[config.mk]
export PLATFORM = sky130hd
export DESIGN_NAME = rpsd_decode
export DESIGN_NICKNAME = d
export VERILOG_FILES = /design/src/hdl/rpsd_pkg.sv /design/src/hdl/rpsd_decode.sv
export SDC_FILE = /design/constraint.sdc
export NUM_CORES = 1
export LEC_CHECK = 0
export BUFFER_PORTS_ARGS = -buffer_cell sky130_fd_sc_hd__buf_2
export CORE_MARGIN = 3
export CORE_UTILIZATION = 25
export DETAILED_ROUTE_END_ITERATION = 10
export PLACE_DENSITY = 0.6
export SYNTH_ARGS = -nofsm -noshare
export SYNTH_HDL_FRONTEND = slang
export SYNTH_SLANG_ARGS = --single-unit
[constraint.sdc]
create_clock -name vclk -period 2.95
set_input_delay 0.59 -clock vclk [all_inputs]
set_output_delay 0.59 -clock vclk [all_outputs]
set_load 0.05 [all_outputs]
[src/hdl/rpsd_pkg.sv]
// Shared types and constants for the RV32I program store decoder.
// Holds opcode codes, format kinds, field-presence bits and the decode record.
// No dependencies.
package rpsd_pkg;

   localparam int WORD_W  = 32;
   localparam int INDEX_W = 10;
   localparam int MASK_W  = 6;

   // RV32I major opcodes
   localparam logic [6:0] OP_REG    = 7'h33;
   localparam logic [6:0] OP_LOAD   = 7'h03;
   localparam logic [6:0] OP_IMM    = 7'h13;
   localparam logic [6:0] OP_STORE  = 7'h23;
   localparam logic [6:0] OP_BRANCH = 7'h63;
   localparam logic [6:0] OP_LUI    = 7'h37;
   localparam logic [6:0] OP_JALR   = 7'h67;
   localparam logic [6:0] OP_JAL    = 7'h6F;
   localparam logic [6:0] OP_AUIPC  = 7'h17;

   // request actions
   localparam logic ACT_APPEND = 1'b0;
   localparam logic ACT_FETCH  = 1'b1;

   // field-presence bits
   localparam logic [MASK_W-1:0] HAS_RD  = 6'h01;
   localparam logic [MASK_W-1:0] HAS_RS1 = 6'h02;
   localparam logic [MASK_W-1:0] HAS_RS2 = 6'h04;
   localparam logic [MASK_W-1:0] HAS_F3  = 6'h08;
   localparam logic [MASK_W-1:0] HAS_F7  = 6'h10;
   localparam logic [MASK_W-1:0] HAS_IMM = 6'h20;

   typedef enum logic [2:0] {
      KIND_U   = 3'd0,
      KIND_J   = 3'd1,
      KIND_I   = 3'd2,
      KIND_B   = 3'd3,
      KIND_S   = 3'd4,
      KIND_R   = 3'd5,
      KIND_BRK = 3'd6
   } kind_type;

   typedef struct packed {
      kind_type                 kind;
      logic [6:0]               opcode;
      logic [4:0]               dest_reg;
      logic [4:0]               src1_reg;
      logic [4:0]               src2_reg;
      logic [2:0]               funct_three;
      logic [6:0]               funct_seven;
      logic signed [WORD_W-1:0] immediate;
      logic [MASK_W-1:0]        present_mask;
      logic [WORD_W-1:0]        raw_word;
      logic                     out_of_range;
   } decode_type;

endpackage

[src/hdl/rpsd_decode.sv]
// RV32I field decoder: splits a stored word into format kind, register fields
// and the sign-extended immediate. Depends on rpsd_pkg.
module rpsd_decode (
   input  logic [rpsd_pkg::WORD_W-1:0] word,
   input  logic                        out_of_range,
   output rpsd_pkg::decode_type        result
);
   import rpsd_pkg::*;

   logic [6:0]        opcode;
   kind_type          kind;
   logic [MASK_W-1:0] mask;
   logic [WORD_W-1:0] imm_i;
   logic [WORD_W-1:0] imm_s;
   logic [WORD_W-1:0] imm_b;
   logic [WORD_W-1:0] imm_u;
   logic [WORD_W-1:0] imm_j;
   logic [WORD_W-1:0] imm_sel;

   assign opcode = word[6:0];
   assign imm_i  = {{20{word[31]}}, word[31:20]};
   assign imm_s  = {{20{word[31]}}, word[31:25], word[11:7]};
   assign imm_b  = {{20{word[31]}}, word[7], word[30:25], word[11:8], 1'b0};
   assign imm_u  = {word[31:12], 12'h000};
   assign imm_j  = {{12{word[31]}}, word[19:12], word[20], word[30:21], 1'b0};

   always_comb begin
      case (opcode)
         OP_REG: begin
            kind    = KIND_R;
            mask    = HAS_RD | HAS_RS1 | HAS_RS2 | HAS_F3 | HAS_F7;
            imm_sel = '0;
         end
         OP_LOAD, OP_IMM, OP_JALR: begin
            kind    = KIND_I;
            mask    = HAS_RD | HAS_RS1 | HAS_F3 | HAS_IMM;
            imm_sel = imm_i;
         end
         OP_STORE: begin
            kind    = KIND_S;
            mask    = HAS_RS1 | HAS_RS2 | HAS_F3 | HAS_IMM;
            imm_sel = imm_s;
         end
         OP_BRANCH: begin
            kind    = KIND_B;
            mask    = HAS_RS1 | HAS_RS2 | HAS_F3 | HAS_IMM;
            imm_sel = imm_b;
         end
         OP_LUI, OP_AUIPC: begin
            kind    = KIND_U;
            mask    = HAS_RD | HAS_IMM;
            imm_sel = imm_u;
         end
         OP_JAL: begin
            kind    = KIND_J;
            mask    = HAS_RD | HAS_IMM;
            imm_sel = imm_j;
         end
         default: begin
            kind    = KIND_BRK;
            mask    = '0;
            imm_sel = '0;
         end
      endcase
   end

   always_comb begin
      result = '0;
      result.kind         = KIND_BRK;
      result.out_of_range = out_of_range;
      if (!out_of_range) begin
         result.kind         = kind;
         result.opcode       = opcode;
         result.raw_word     = word;
         result.present_mask = mask;
         result.immediate    = imm_sel;
         // zero fields the format leaves undefined
         result.dest_reg     = (|(mask & HAS_RD))  ? word[11:7]  : 5'd0;
         result.src1_reg     = (|(mask & HAS_RS1)) ? word[19:15] : 5'd0;
         result.src2_reg     = (|(mask & HAS_RS2)) ? word[24:20] : 5'd0;
         result.funct_three  = (|(mask & HAS_F3))  ? word[14:12] : 3'd0;
         result.funct_seven  = (|(mask & HAS_F7))  ? word[31:25] : 7'd0;
      end
   end

endmodule
* Word-level counts from Yosys, hierarchy flattened
Cells that the tools add are included.
** Cells by class
- Eq/ne operators :: 9
- Mux-type cells :: 9
- Reductions and logical operators :: 4
** Operators with widths (count)
- $pmux W32 S5 :: 1
- $mux W105 :: 1
- $pmux W6 S4 :: 1
- $eq A7 B6 Y1 const B :: 3
- $eq A7 B7 Y1 const B :: 3
- $pmux W3 S6 :: 1
- $mux W5 :: 3
- $eq A7 B5 Y1 const B :: 2
- $eq A7 B2 Y1 const B :: 1
- $mux W7 :: 1
- $reduce_or A3 Y1 :: 2
- $reduce_or A2 Y1 :: 2
- $mux W3 :: 1
** Word-level totals
- Flip-flop bits (word level) :: 0
- Input bits :: 33
- Output and inout port bits :: 106

* Depth between registers and ports, before layout
- Depth after elaboration :: 5
- Depth in mapped cells :: 7
- Gate-level depth less buffers :: 5

* Least setup slack after synthesis
No wires, ideal clock.
- Path type :: input to output
- Start point :: input word[6] (netlist name)
- End point :: output result[91] (netlist name)
- Arrival time :: 2605 ps
- Required time :: 2360 ps
- Path slack :: -245 ps
- Stages on the path :: 5
- Path buffers :: 1
- Cell sequence :: clkbuf_1 -> nor4bb_1 -> a2bb2oi_1 -> nor2_1 -> and2_1
** RTL lines
- start: declaration :: RTL line rpsd_decode.sv:4 : input logic [rpsd_pkg::WORD_W-1:0] word,
- end: declaration :: RTL line rpsd_decode.sv:6 : output rpsd_pkg::decode_type result

==> impl_results.md <==
* Vias at around 1,800
* Core footprint at around 4400 um^2
* Largest family of logic cells by synthesized area: simple AND/OR/NAND/NOR gates
* Initial Utilization at between 20% and 30%
* Resize count post-CTS at 0
* GRT Overall Usage at approximately 16%
* Max stage delay on crit path at between 400 and 500 ps
* Largest net degree at the start of global routing at 28
* Slew Limit Fails at 0
* Antenna violations before repair at 0
* Vias in the first global route at around 1,500
* Final std cells w/o fill at about 380
* Global-route congestion overflow total at 0
* Vias/cell at 4.814
* Yosys warnings at 0
* CP Max Fanout at 11
* Status: complete, no violations
* WP buf/inv at 3
* CP Cell Sequence: buf_2, or2_0, nor4_4, o21ai_1, buf_4, a21oi_2, buf_2
* P per Cell Area at ~140 nW/um^2
* Post-route setup slack at slightly above 100 ps
* Multiplexer share of the synthesized area at 0%
* Die height at about 75 um
* Peak VDD IR at ~0.06 mV
* Fin crit period at between 2000 and 3000 ps
* Die area at roughly 5600 um^2
* Cell count along the critical path at 7
* DR WL/cell at around 14 um
* Num sequential at 0
* CP Launch Type: input pin
* CP max-delay cell: nor4_4
* Port bufs at between 100 and 150
* HPWL after detailed placement at between 4 and 5 mm
* Most frequent cells in the layout: buf_2, nor2b_1, and2_1
* # DRC at 0
* Worst setup path start: word[6]
* Post-synthesis adder-cell area fraction at 0%
* Final worst path period share at 96.51%
* Post-CTS Setup Bufs at 0
* Total placed cells including tap cells at 376
* Fin. Hold Viols at 0
* Setup Crit Path Kind: in -> out
* RSZ-0062 raised after global routing: no
* Initial DRC count at 98
* DRT Pass-1 Iters at 4
* Fmax at between 0.3 and 0.4 GHz
* Simple-Gate Fraction of Synth Area at 61.04%
* # IOs at 139
* Antenna Cells at 0
* Max_slew headroom at between 60% and 70%
* Syn Area/Cell at 6.044 um^2
* Dpl ws at 41.21 ps
* CTS Hold Buffers Added at 0
* Xor/xnor share of the synthesized area at less than 1%
* Critical path's top delay family: simple AND/OR/NAND/NOR gates
* Syn nets at about 230
* Critical path arrival at about 2300 ps
* Yosys cell types at 42
* Most common cell after layout, fill and taps aside: buf_2
* Storage cell area at 0 um^2
* CP endpoint kind: output port
* Max-cap viol count at 0
* Row count at 24
* # nets final at roughly 360
* Static Leak at 1.065 nW
* Die outline width at between 70 and 80 um
* ANT nets after route at 0
* Gate Count Post-Synth at 195
* Worst Max-Slew Pin Slew at between 500 and 600 ps
* Most frequent CP cell: buf_2
* Final wirelength at 5.119 mm
* Seq/Total Area, Yosys at 0%
* CLK BUF at 0
* Hold wc startpoint: word[17]
* Worst Path Required at around 2400 ps
* Area growth from synthesis to layout at 63.06%
* Layout cells sized above 1 at 53.40%
* Mapped Area at around 1200 um^2
* Hold crit path type: in -> out
* First-pass GRT wire length at between 7 and 8 mm
* Final number of setup-violating endpoints at 0
* GP Congestion at a little under 0.9
* Compound-cell area share of the yosys netlist at about a quarter
* Worst hold stages at 4
-- final cells by class --
type	count	area, um^2
Fill cell	501	2522
Multi-Input combinational cell	168	1032
Timing Repair Buffer	153	813.3
Tap cell	52	65.06
Inverter	3	11.26
-- logic make-up after synthesis --
logic type	Yosys count
buffers and inverters	27
AOI/OAI and AO/OA	44
xor gates and xnor gates	1
and+or+nand+nor	123
-- Yosys cell counts, drive strengths merged --
master   count  area, um^2
a21o         1       7.510
a21oi       27       176.4
a22oi        1       7.510
a2bb2oi      2       17.52
a31oi        1       6.260
a32oi        1       8.760
and2        31       193.9
and3         2       12.51
and3b        1       8.760
buf         15       115.1
clkbuf       9       33.78
inv          3       11.26
nand2       27       101.4
nand2b       2       20.02
nand3        2       10.01
nand3b       2       15.01
nand4b       1       8.760
nor2         8       30.03
nor2b       32       200.2
nor3         1       5.000
nor3b        1       7.510
nor4         5       46.29
nor4bb       1       10.01
o21ai        7       35.03
o21ba        1       10.01
o21bai       1       7.510
o22ai        1       6.260
o31ai        1       7.510
or2          2       12.52
or2b         1       7.510
or3          1       6.260
or3b         1       8.760
or4          2       15.01
xor2         1       8.760
-- through the flow --
| step | TNS (ps) | hold slack, ps | power [mW] | cell area (um^2) | utilization, % |
|---|---|---|---|---|---|
| after floorplan | -1575 | 1347 | 0.1951 | 1190 | - |
| after global placement | 0 | 1586 | 0.2726 | 1918 | 43.16 |
| after detailed placement | 0 | 1590 | 0.2738 | 1918 | 43.16 |
| after CTS | 0 | 1594 | 0.2745 | 1918 | 43.16 |
| final | 0 | 1593 | 0.2736 | 1922 | 43.24 |
| after global routing | 0 | 1609 | 0.2912 | 1922 | 43.24 |
-- path summary, 6_finish.rpt --
check         end
max    result[69]
min    result[56]
-- power by group --
part,total (mW),switching (mW),internal (mW)
logic,0.274,0.200,0.0733
registers,0,0,0
clock network,0,0,0
-- worst min-delay path: stages --
cell	delay (ps)
buf_2	110
nand2_1	50
a21oi_1	50
buf_2	200
-- per-layer routing --
layer | global-route usage, % | share of wire [%]
met5 | 0 | 0
met4 | 0.3953 | 0
met3 | 1.869 | 10
met2 | 30.93 | 49
met1 | 20.70 | 41
Note: power is estimated with default switching activity, not from simulation.
